## config.mk

```make
export PLATFORM = sky130hd
export DESIGN_NAME = i2c_master_transfer_sequencer_unit
export DESIGN_NICKNAME = d
export VERILOG_FILES = /design/src/rtl/i2cmts_pkg.sv /design/src/rtl/i2cmts_ram.sv /design/src/rtl/i2cmts_ctrl.sv /design/src/rtl/i2cmts_out.sv /design/src/rtl/i2c_master_transfer_sequencer_unit.sv
export SDC_FILE = /design/constraint.sdc
export NUM_CORES = 1
export LEC_CHECK = 0
export ABC_AREA = 1
export BUFFER_PORTS_ARGS = -buffer_cell sky130_fd_sc_hd__buf_2
export CORE_MARGIN = 4
export CORE_UTILIZATION = 55
export CTS_BUF_LIST = sky130_fd_sc_hd__clkbuf_8
export CTS_CLUSTER_SIZE = 16
export DETAILED_ROUTE_END_ITERATION = 8
export PLACE_DENSITY = 0.71
export RECOVER_POWER = 50
export SYNTH_ARGS = -nofsm -noshare
export SYNTH_HDL_FRONTEND = slang
export SYNTH_SLANG_ARGS = --single-unit
```

## constraint.sdc

```tcl
create_clock -name clk -period 4.38 [get_ports clk]
set_input_delay 0.219 -clock clk [delete_from_list [all_inputs] [get_ports clk]]
set_output_delay 0.219 -clock clk [all_outputs]
set_load 0.02 [all_outputs]
```

## src/rtl/i2cmts_pkg.sv

```systemverilog
package i2cmts_pkg;

  localparam int BufDepth = 32;
  localparam int AddrW    = $clog2(BufDepth);
  localparam int IdxW     = $clog2(BufDepth + 1);
  localparam int CmpW     = ((IdxW > 6) ? IdxW : 6) + 1;

  localparam logic [1:0] FN_LOAD   = 2'd0;
  localparam logic [1:0] FN_WRITE  = 2'd1;
  localparam logic [1:0] FN_READ   = 2'd2;
  localparam logic [1:0] FN_STATUS = 2'd3;

  localparam logic [1:0] AC_OK      = 2'd0;
  localparam logic [1:0] AC_BAD_LEN = 2'd1;
  localparam logic [1:0] AC_BUSY    = 2'd2;

  localparam logic [2:0] MS_IDLE      = 3'd0;
  localparam logic [2:0] MS_BUSY      = 3'd1;
  localparam logic [2:0] MS_OK        = 3'd2;
  localparam logic [2:0] MS_NO_DATA   = 3'd3;
  localparam logic [2:0] MS_NACK_ADDR = 3'd4;
  localparam logic [2:0] MS_NACK_DATA = 3'd5;
  localparam logic [2:0] MS_ARB_LOST  = 3'd6;

  localparam logic [7:0] SC_START      = 8'h08;
  localparam logic [7:0] SC_RSTART     = 8'h10;
  localparam logic [7:0] SC_SLAW_ACK   = 8'h18;
  localparam logic [7:0] SC_SLAW_NACK  = 8'h20;
  localparam logic [7:0] SC_DATA_ACK   = 8'h28;
  localparam logic [7:0] SC_DATA_NACK  = 8'h30;
  localparam logic [7:0] SC_ARB_LOST   = 8'h38;
  localparam logic [7:0] SC_SLAR_ACK   = 8'h40;
  localparam logic [7:0] SC_SLAR_NACK  = 8'h48;
  localparam logic [7:0] SC_RX_ACK     = 8'h50;
  localparam logic [7:0] SC_RX_NACK    = 8'h58;

  typedef struct packed {
    logic [1:0] func;
    logic [6:0] dev_addr;
    logic [7:0] reg_addr;
    logic [5:0] length;
    logic [4:0] byte_index;
    logic [7:0] data_byte;
    logic [7:0] status_code;
  } in_word_t;

  typedef struct packed {
    logic [1:0] accept_code;
    logic       set_start;
    logic       set_stop;
    logic       ack_set;
    logic       ack_next;
    logic       tx_valid;
    logic [7:0] tx_byte;
    logic       rx_valid;
    logic [7:0] rx_byte;
    logic [4:0] rx_index;
    logic [2:0] master_status;
    logic       done_res;
  } out_word_t;

  typedef struct packed {
    logic [1:0] accept_code;
    logic       set_start;
    logic       set_stop;
    logic       ack_set;
    logic       ack_next;
    logic       tx_valid;
    logic       tx_from_ram;
    logic [7:0] tx_const;
    logic       rx_valid;
    logic [7:0] rx_byte;
    logic [4:0] rx_index;
    logic [2:0] master_status;
    logic       done_res;
  } stage_t;

endpackage

```

## src/rtl/i2cmts_ram.sv

```systemverilog
module i2cmts_ram #(
  parameter int Width = 8,
  parameter int Depth = 32
) (
  input  logic                     clk,
  input  logic                     we,
  input  logic [$clog2(Depth)-1:0] waddr,
  input  logic [Width-1:0]         wdata,
  input  logic                     re,
  input  logic [$clog2(Depth)-1:0] raddr,
  output logic [Width-1:0]         rdata
);

  logic [Width-1:0] mem [Depth];

  always_ff @(posedge clk) begin
    if (we) begin
      mem[waddr] <= wdata;
    end
    if (re) begin
      rdata <= mem[raddr];
    end
  end

endmodule

```

## src/rtl/i2cmts_ctrl.sv

```systemverilog
module i2cmts_ctrl (
  input  logic                            clk,
  input  logic                            rst_n,
  input  logic                            accept,
  input  i2cmts_pkg::in_word_t            in_data,
  output i2cmts_pkg::stage_t              stage,
  output logic                            ram_we,
  output logic [i2cmts_pkg::AddrW-1:0]    ram_waddr,
  output logic [7:0]                      ram_wdata,
  output logic                            ram_re,
  output logic [i2cmts_pkg::AddrW-1:0]    ram_raddr
);

  localparam int IdxW = i2cmts_pkg::IdxW;
  localparam int CmpW = i2cmts_pkg::CmpW;

  logic [IdxW-1:0] write_index_r, write_index_nxt;
  logic [IdxW-1:0] read_index_r, read_index_nxt;
  logic [IdxW-1:0] write_length_r, write_length_nxt;
  logic [IdxW-1:0] read_length_r, read_length_nxt;
  logic [2:0]      status_r, status_nxt;
  logic            active_r, active_nxt;
  logic [6:0]      dev_r, dev_nxt;
  logic [7:0]      reg_r, reg_nxt;

  logic            fetch;
  logic [IdxW-1:0] fetch_idx;
  logic [CmpW-1:0] limit;
  logic [CmpW-1:0] load_pos;
  logic [CmpW-1:0] ri_inc;
  logic [CmpW-1:0] rx_pos;

  always_comb begin
    write_index_nxt  = write_index_r;
    read_index_nxt   = read_index_r;
    write_length_nxt = write_length_r;
    read_length_nxt  = read_length_r;
    status_nxt       = status_r;
    active_nxt       = active_r;
    dev_nxt          = dev_r;
    reg_nxt          = reg_r;
    stage            = '0;
    ram_we           = 1'b0;
    ram_waddr        = '0;
    ram_wdata        = '0;
    ram_re           = 1'b0;
    ram_raddr        = '0;
    fetch            = 1'b0;
    fetch_idx        = write_index_r;
    ri_inc           = '0;
    rx_pos           = CmpW'(read_index_r);
    load_pos         = CmpW'(in_data.byte_index) + CmpW'(2);
    limit            = (in_data.func == i2cmts_pkg::FN_WRITE) ?
                       CmpW'(i2cmts_pkg::BufDepth - 3) : CmpW'(i2cmts_pkg::BufDepth - 1);

    case (in_data.func)
      i2cmts_pkg::FN_LOAD: begin
        if (!active_r && load_pos < CmpW'(i2cmts_pkg::BufDepth)) begin
          ram_we    = accept;
          ram_waddr = load_pos[i2cmts_pkg::AddrW-1:0];
          ram_wdata = in_data.data_byte;
        end
      end
      i2cmts_pkg::FN_WRITE, i2cmts_pkg::FN_READ: begin
        if (active_r) begin
          stage.accept_code = i2cmts_pkg::AC_BUSY;
        end else if (CmpW'(in_data.length) > limit) begin
          stage.accept_code = i2cmts_pkg::AC_BAD_LEN;
        end else begin
          dev_nxt = in_data.dev_addr;
          reg_nxt = in_data.reg_addr;
          if (in_data.func == i2cmts_pkg::FN_WRITE) begin
            write_length_nxt = IdxW'(CmpW'(in_data.length) + CmpW'(2));
            read_length_nxt  = '0;
          end else begin
            ram_we           = accept;
            ram_waddr        = i2cmts_pkg::AddrW'(2);
            ram_wdata        = {in_data.dev_addr, 1'b1};
            write_length_nxt = IdxW'(2);
            read_length_nxt  = IdxW'(in_data.length);
          end
          status_nxt      = i2cmts_pkg::MS_BUSY;
          active_nxt      = 1'b1;
          stage.set_start = 1'b1;
        end
      end
      default: begin
        if (active_r) begin
          case (in_data.status_code)
            i2cmts_pkg::SC_START: begin
              fetch     = 1'b1;
              fetch_idx = '0;
            end
            i2cmts_pkg::SC_RSTART: begin
              read_index_nxt = '0;
              fetch          = 1'b1;
            end
            i2cmts_pkg::SC_SLAW_ACK: begin
              if (write_length_r == IdxW'(1)) begin
                stage.set_stop = 1'b1;
                status_nxt     = i2cmts_pkg::MS_NO_DATA;
              end else begin
                fetch = 1'b1;
              end
            end
            i2cmts_pkg::SC_DATA_ACK: begin
              if (write_index_r < write_length_r) begin
                fetch = 1'b1;
              end else if (read_length_r != '0) begin
                stage.set_start = 1'b1;
              end else begin
                stage.set_stop = 1'b1;
                status_nxt     = i2cmts_pkg::MS_OK;
              end
            end
            i2cmts_pkg::SC_DATA_NACK: begin
              stage.set_stop = 1'b1;
              status_nxt     = i2cmts_pkg::MS_NACK_DATA;
            end
            i2cmts_pkg::SC_SLAR_ACK: begin
              ri_inc         = CmpW'(read_index_r) + CmpW'(1);
              stage.ack_set  = 1'b1;
              stage.ack_next = ri_inc < CmpW'(read_length_r);
            end
            i2cmts_pkg::SC_RX_ACK: begin
              stage.rx_valid = 1'b1;
              stage.rx_byte  = in_data.data_byte;
              stage.rx_index = rx_pos[4:0];
              if (read_index_r < IdxW'(i2cmts_pkg::BufDepth)) begin
                read_index_nxt = read_index_r + IdxW'(1);
              end
              ri_inc         = CmpW'(read_index_nxt) + CmpW'(1);
              stage.ack_set  = 1'b1;
              stage.ack_next = ri_inc < CmpW'(read_length_r);
            end
            i2cmts_pkg::SC_RX_NACK: begin
              stage.rx_valid = 1'b1;
              stage.rx_byte  = in_data.data_byte;
              stage.rx_index = rx_pos[4:0];
              if (read_index_r < IdxW'(i2cmts_pkg::BufDepth)) begin
                read_index_nxt = read_index_r + IdxW'(1);
              end
              stage.set_stop = 1'b1;
              status_nxt     = i2cmts_pkg::MS_OK;
            end
            i2cmts_pkg::SC_SLAW_NACK, i2cmts_pkg::SC_SLAR_NACK: begin
              stage.set_stop = 1'b1;
              status_nxt     = i2cmts_pkg::MS_NACK_ADDR;
            end
            default: begin
              status_nxt = i2cmts_pkg::MS_ARB_LOST;
            end
          endcase
          if (status_nxt != i2cmts_pkg::MS_BUSY) begin
            active_nxt     = 1'b0;
            stage.done_res = 1'b1;
          end
        end
      end
    endcase

    if (fetch) begin
      stage.tx_valid = 1'b1;
      if (fetch_idx == '0) begin
        stage.tx_const = {dev_r, 1'b0};
      end else if (fetch_idx == IdxW'(1)) begin
        stage.tx_const = reg_r;
      end else if (fetch_idx < IdxW'(i2cmts_pkg::BufDepth)) begin
        stage.tx_from_ram = 1'b1;
        ram_re            = accept;
        ram_raddr         = fetch_idx[i2cmts_pkg::AddrW-1:0];
      end
      if (fetch_idx < IdxW'(i2cmts_pkg::BufDepth)) begin
        write_index_nxt = fetch_idx + IdxW'(1);
      end else begin
        write_index_nxt = fetch_idx;
      end
    end

    stage.master_status = status_nxt;
  end

  always_ff @(posedge clk) begin
    if (!rst_n) begin
      write_index_r  <= '0;
      read_index_r   <= '0;
      write_length_r <= '0;
      read_length_r  <= '0;
      status_r       <= i2cmts_pkg::MS_IDLE;
      active_r       <= 1'b0;
    end else if (accept) begin
      write_index_r  <= write_index_nxt;
      read_index_r   <= read_index_nxt;
      write_length_r <= write_length_nxt;
      read_length_r  <= read_length_nxt;
      status_r       <= status_nxt;
      active_r       <= active_nxt;
    end
  end

  always_ff @(posedge clk) begin
    if (accept) begin
      dev_r <= dev_nxt;
      reg_r <= reg_nxt;
    end
  end

endmodule

```

## src/rtl/i2cmts_out.sv

```systemverilog
module i2cmts_out (
  input  logic                  clk,
  input  logic                  rst_n,
  input  logic                  in_valid,
  output logic                  in_ready,
  input  i2cmts_pkg::stage_t    stage,
  input  logic [7:0]            ram_rdata,
  output logic                  out_valid,
  input  logic                  out_ready,
  output i2cmts_pkg::out_word_t out_data
);

  logic                  s1_valid_r, s1_valid_nxt;
  i2cmts_pkg::stage_t    s1_r;
  logic                  out_valid_r, out_valid_nxt;
  i2cmts_pkg::out_word_t out_r, out_nxt;
  logic                  s1_adv;
  logic                  accept;

  assign s1_adv   = s1_valid_r && (!out_valid_r || out_ready);
  assign in_ready = !s1_valid_r || s1_adv;
  assign accept   = in_valid && in_ready;

  always_comb begin
    s1_valid_nxt  = accept ? 1'b1 : (s1_adv ? 1'b0 : s1_valid_r);
    out_valid_nxt = s1_adv ? 1'b1 : (out_ready ? 1'b0 : out_valid_r);
    out_nxt.accept_code   = s1_r.accept_code;
    out_nxt.set_start     = s1_r.set_start;
    out_nxt.set_stop      = s1_r.set_stop;
    out_nxt.ack_set       = s1_r.ack_set;
    out_nxt.ack_next      = s1_r.ack_next;
    out_nxt.tx_valid      = s1_r.tx_valid;
    out_nxt.tx_byte       = s1_r.tx_from_ram ? ram_rdata : s1_r.tx_const;
    out_nxt.rx_valid      = s1_r.rx_valid;
    out_nxt.rx_byte       = s1_r.rx_byte;
    out_nxt.rx_index      = s1_r.rx_index;
    out_nxt.master_status = s1_r.master_status;
    out_nxt.done_res      = s1_r.done_res;
  end

  always_ff @(posedge clk) begin
    if (!rst_n) begin
      s1_valid_r  <= 1'b0;
      out_valid_r <= 1'b0;
    end else begin
      s1_valid_r  <= s1_valid_nxt;
      out_valid_r <= out_valid_nxt;
    end
  end

  always_ff @(posedge clk) begin
    if (accept) begin
      s1_r <= stage;
    end
    if (s1_adv) begin
      out_r <= out_nxt;
    end
  end

  assign out_valid = out_valid_r;
  assign out_data  = out_r;

endmodule

```

## src/rtl/i2c_master_transfer_sequencer_unit.sv

```systemverilog
// channel   ports                          word
// input     in_valid / in_ready / in_data   i2cmts_pkg::in_word_t
// result    out_valid / out_ready / out_data i2cmts_pkg::out_word_t
//
// one word per cycle unless out_ready stalls; a result passes s1_r, then out_r
// the registered buffer read sits between the decode stage and the output register
// reset clears indices, lengths, status and valid flags; buffer contents are not cleared
// a stalled output holds one result and one word in flight before in_ready drops
module i2c_master_transfer_sequencer_unit (
  input  logic                  clk,
  input  logic                  rst_n,
  input  logic                  in_valid,
  output logic                  in_ready,
  input  i2cmts_pkg::in_word_t  in_data,
  output logic                  out_valid,
  input  logic                  out_ready,
  output i2cmts_pkg::out_word_t out_data
);

  i2cmts_pkg::stage_t               stage;
  logic                             accept;
  logic                             ram_we;
  logic [i2cmts_pkg::AddrW-1:0]     ram_waddr;
  logic [7:0]                       ram_wdata;
  logic                             ram_re;
  logic [i2cmts_pkg::AddrW-1:0]     ram_raddr;
  logic [7:0]                       ram_rdata;

  assign accept = in_valid && in_ready;

  i2cmts_ctrl u_ctrl (
    .clk       (clk),
    .rst_n     (rst_n),
    .accept    (accept),
    .in_data   (in_data),
    .stage     (stage),
    .ram_we    (ram_we),
    .ram_waddr (ram_waddr),
    .ram_wdata (ram_wdata),
    .ram_re    (ram_re),
    .ram_raddr (ram_raddr)
  );

  i2cmts_ram #(
    .Width (8),
    .Depth (i2cmts_pkg::BufDepth)
  ) u_buf (
    .clk   (clk),
    .we    (ram_we),
    .waddr (ram_waddr),
    .wdata (ram_wdata),
    .re    (ram_re),
    .raddr (ram_raddr),
    .rdata (ram_rdata)
  );

  i2cmts_out u_out (
    .clk       (clk),
    .rst_n     (rst_n),
    .in_valid  (in_valid),
    .in_ready  (in_ready),
    .stage     (stage),
    .ram_rdata (ram_rdata),
    .out_valid (out_valid),
    .out_ready (out_ready),
    .out_data  (out_data)
  );

endmodule
```

==> flow_summary.toml <==
[finish]
drive_gt1_share_pct = 10.9
syn_to_final_growth_pct = 13.2
fillCellCount = 2428
fin_area_um2 = 19800
layout.nets = 1929
mostFrequentLayoutCell = "edfxtp_1"
insertedDiodeCount = 0
layout_common_cells = "edfxtp_1, nand3_1, inv_1, nand2_1, nor2_1"

[routing]
drt_wl_total_mm = 43.6
first_pass_iters = 6
dr_total_vias = 12700
drc = 0
drt-initial-drc-count = 1409
vias_per_cell = 5.56
antenna_left = 0
routedWlPerCell_um = 19.0

[place]
placed_area_um2 = 18600
dp_hpwl_mm = 27.6
portBuffers = 82
gp_congestion = 0.886

[synth]
synth_cell_types = 44
ys_seq_elements = 376
synthesis.area_um2 = 17500
yosysSeqAreaShare_pct = 63.0
ys_warn_count = 0
netlist_top_cells_area = "edfxtp_1, nand3_1, nand2_1, inv_1, dfxtp_1"
syn-instance-count = 1689
synth_largest_area_cell = "edfxtp_1"
syn_avg_cell_area_um2 = 10.3
yosysTopAreaCellShare_pct = 59.5
syn_nets = 1767

[critical_path]
startpoint_type = "register"
end_kind = "register"
required_ns = 4.86
critPathKind = "register to register"
crit_fanout = 32
r2r.worst_path.cells = 16
crit_arrival_ns = 4.13

[sta]
max_slew_margin_pct = -117
clock_skew_ns = 0.0326
layout_min_cycle_time_ns = 3.65
rsz0062_at_grt = "no"
tightestPinTransition_ns = 3.25
timing.hold.ws_ns = 0.0894
drv_slew = 232
finalSetupTns_ns = 0
max_freq_mhz = 274
hold_violations = 0
setup_viol = 0
fin_crit_sh_pct = 83.3

[flow_run]
maxCapViolCount = 7

[floorplanning]
die_x_um = 186
die_h_um = 186
core_area_um2 = 30900
io_pins = 83
start_util_pct = 56.5
row_count = 64
die-area_um2 = 34600

[hold_path]
hold_depth = 4
hold_class = "input pin to register"

[cts]
clock-sinks = 376
cts-root-buf = "clkbuf_8"
clk_path_buf_depth = 3
cts_tree = "yes"
path_clk_slew_ns = 0.07
numCtsBuffers = 59
clk_latency_ns = 0.61
cts.htree.levels = 2

[global_route]
grt_pass1_wl_mm = 66.9
antenna_found_initial = 0
grt_pass1_vias = 12300
grt_usage_pct = 24.9
grt_max_degree = 121
grt_overflow = 0

[outcome]
violations = "max-capacitance violations, max-slew violations"
status = "finished with violations"

[power]
power_density_nw_per_um2 = 356
peakVddDrop_mv = 0.189
leakagePower_nw = 8.13
finalPower_mw = 7.03
-- where the power goes --
part / switching, mW / total [mW] / internal, mW
clock: 1.36 / 2.67 / 1.32
combinational: 0.241 / 0.337 / 0.0959
sequential: 0.0190 / 4.02 / 4.00
total: 1.62 / 7.03 / 5.41
-- final timing paths --
path,from,endpoint,slack [ns]
min,in_data[26],u_ctrl.write_length_r[5],0.09
max reg2reg,u_ctrl.write_index_r[5],u_buf.rdata[1],0.73
max,u_ctrl.write_index_r[5],u_buf.rdata[1],0.73
min reg2reg,u_out.out_nxt[32],u_out.out_data[32],0.40
-- per-layer routing --
metal	vias up	wire (µm)	global-route usage, %
met2	577	21500	41.3
met3	99	3650	4.14
met4	0	1180	7.93
met1	6045	17200	34.0
met5	-	0	0
li1	6024	-	-
-- stage by stage --
stage	utilization (%)	setup WS, ns	cells
floorplan	-	1.20	1689
global placement	60.0	0.833	2157
detailed placement	60.0	0.766	2157
CTS	64.4	1.02	2292
global route	63.9	0.513	2292
finish	63.9	0.733	2292
-- synth_stat cells (all sizes together) --
| cell | instances |
|---|---|
| o22ai | 7 |
| and3 | 2 |
| inv | 275 |
| o21bai | 1 |
| o2111ai | 1 |
| dfxtp | 30 |
| a21oi | 45 |
| edfxtp | 346 |
| nor3 | 9 |
| nand3b | 74 |
| a31oi | 2 |
| buf | 47 |
| a21o | 3 |
| o221ai | 1 |
| a211oi | 3 |
| ha | 30 |
| nand3 | 305 |
| nand2 | 288 |
| o21ai | 34 |
| nor2 | 129 |
| xnor2 | 3 |
| nor4 | 2 |
| or2 | 2 |
| nand4 | 3 |
| clkinv | 3 |
| o211ai | 1 |
| o311ai | 1 |
| xor2 | 8 |
| clkbuf | 21 |
| a22oi | 4 |
| a21boi | 1 |
| mux2 | 8 |
-- area by class of cell --
type	instances	area, µm²	share of cell area (%)
Multi-Input combinational cell	967	5060	25.6
Tap cell	396	495	2.51
Clock inverter	47	239	1.21
Inverter	278	1040	5.28
Clock buffer	59	812	4.11
Sequential cell	376	11000	55.6
Timing Repair Buffer	169	1120	5.68
-- kinds of logic (layout without fill, tap and decap cells) --
group | after synthesis | after routing | synth area share [%]
AOI/OAI and AO/OA | 104 | 104 | 3.34
xor gates and xnor gates | 11 | 11 | 0.552
adders and majority gates | 30 | 30 | 2.15
buffers and inverters | 346 | 553 | 8.21
DFF | 376 | 376 | 63.0
muxes | 8 | 8 | 0.516
and+or+nand+nor | 814 | 814 | 22.2
-- sequential cells by signal (all words and copies together) (netlist names) --
name and count:
u_buf.mem 256, u_buf.rdata 8, u_ctrl.active_r 1, u_ctrl.dev_r 7, u_ctrl.read_index_r 6, u_ctrl.read_length_r 6
u_ctrl.reg_r 8, u_ctrl.status_r 3, u_ctrl.write_index_r 6, u_ctrl.write_length_r 6, u_out.out_data 33, u_out.out_nxt 25
u_out.out_valid 1, u_out.s1_r 9, u_out.s1_valid_r 1
-- what timing repair did --
item | in CTS | in global routing
endpoints found under the hold margin | 37 | 0
hold buffers | 29 | 0
gates resized for setup | 0 | 0
setup buffers | 0 | 0
-- critical path, cell delays in order (launching register included) --
cell	delay (ns)
dfxtp_1	0.67
ha_1	0.35
a21o_1	0.18
nor2_1	0.20
nand3_1	0.13
inv_1	0.08
nor2_1	0.05
nor2_1	0.50
nand3_2	0.25
nor2_1	0.19
nand2_1	0.07
buf_4	0.25
nand3_1	0.20
nand3_1	0.08
nand2_1	0.11
nand2_1	0.09
nand2_1	0.09
(Power assumes the default switching activity.)
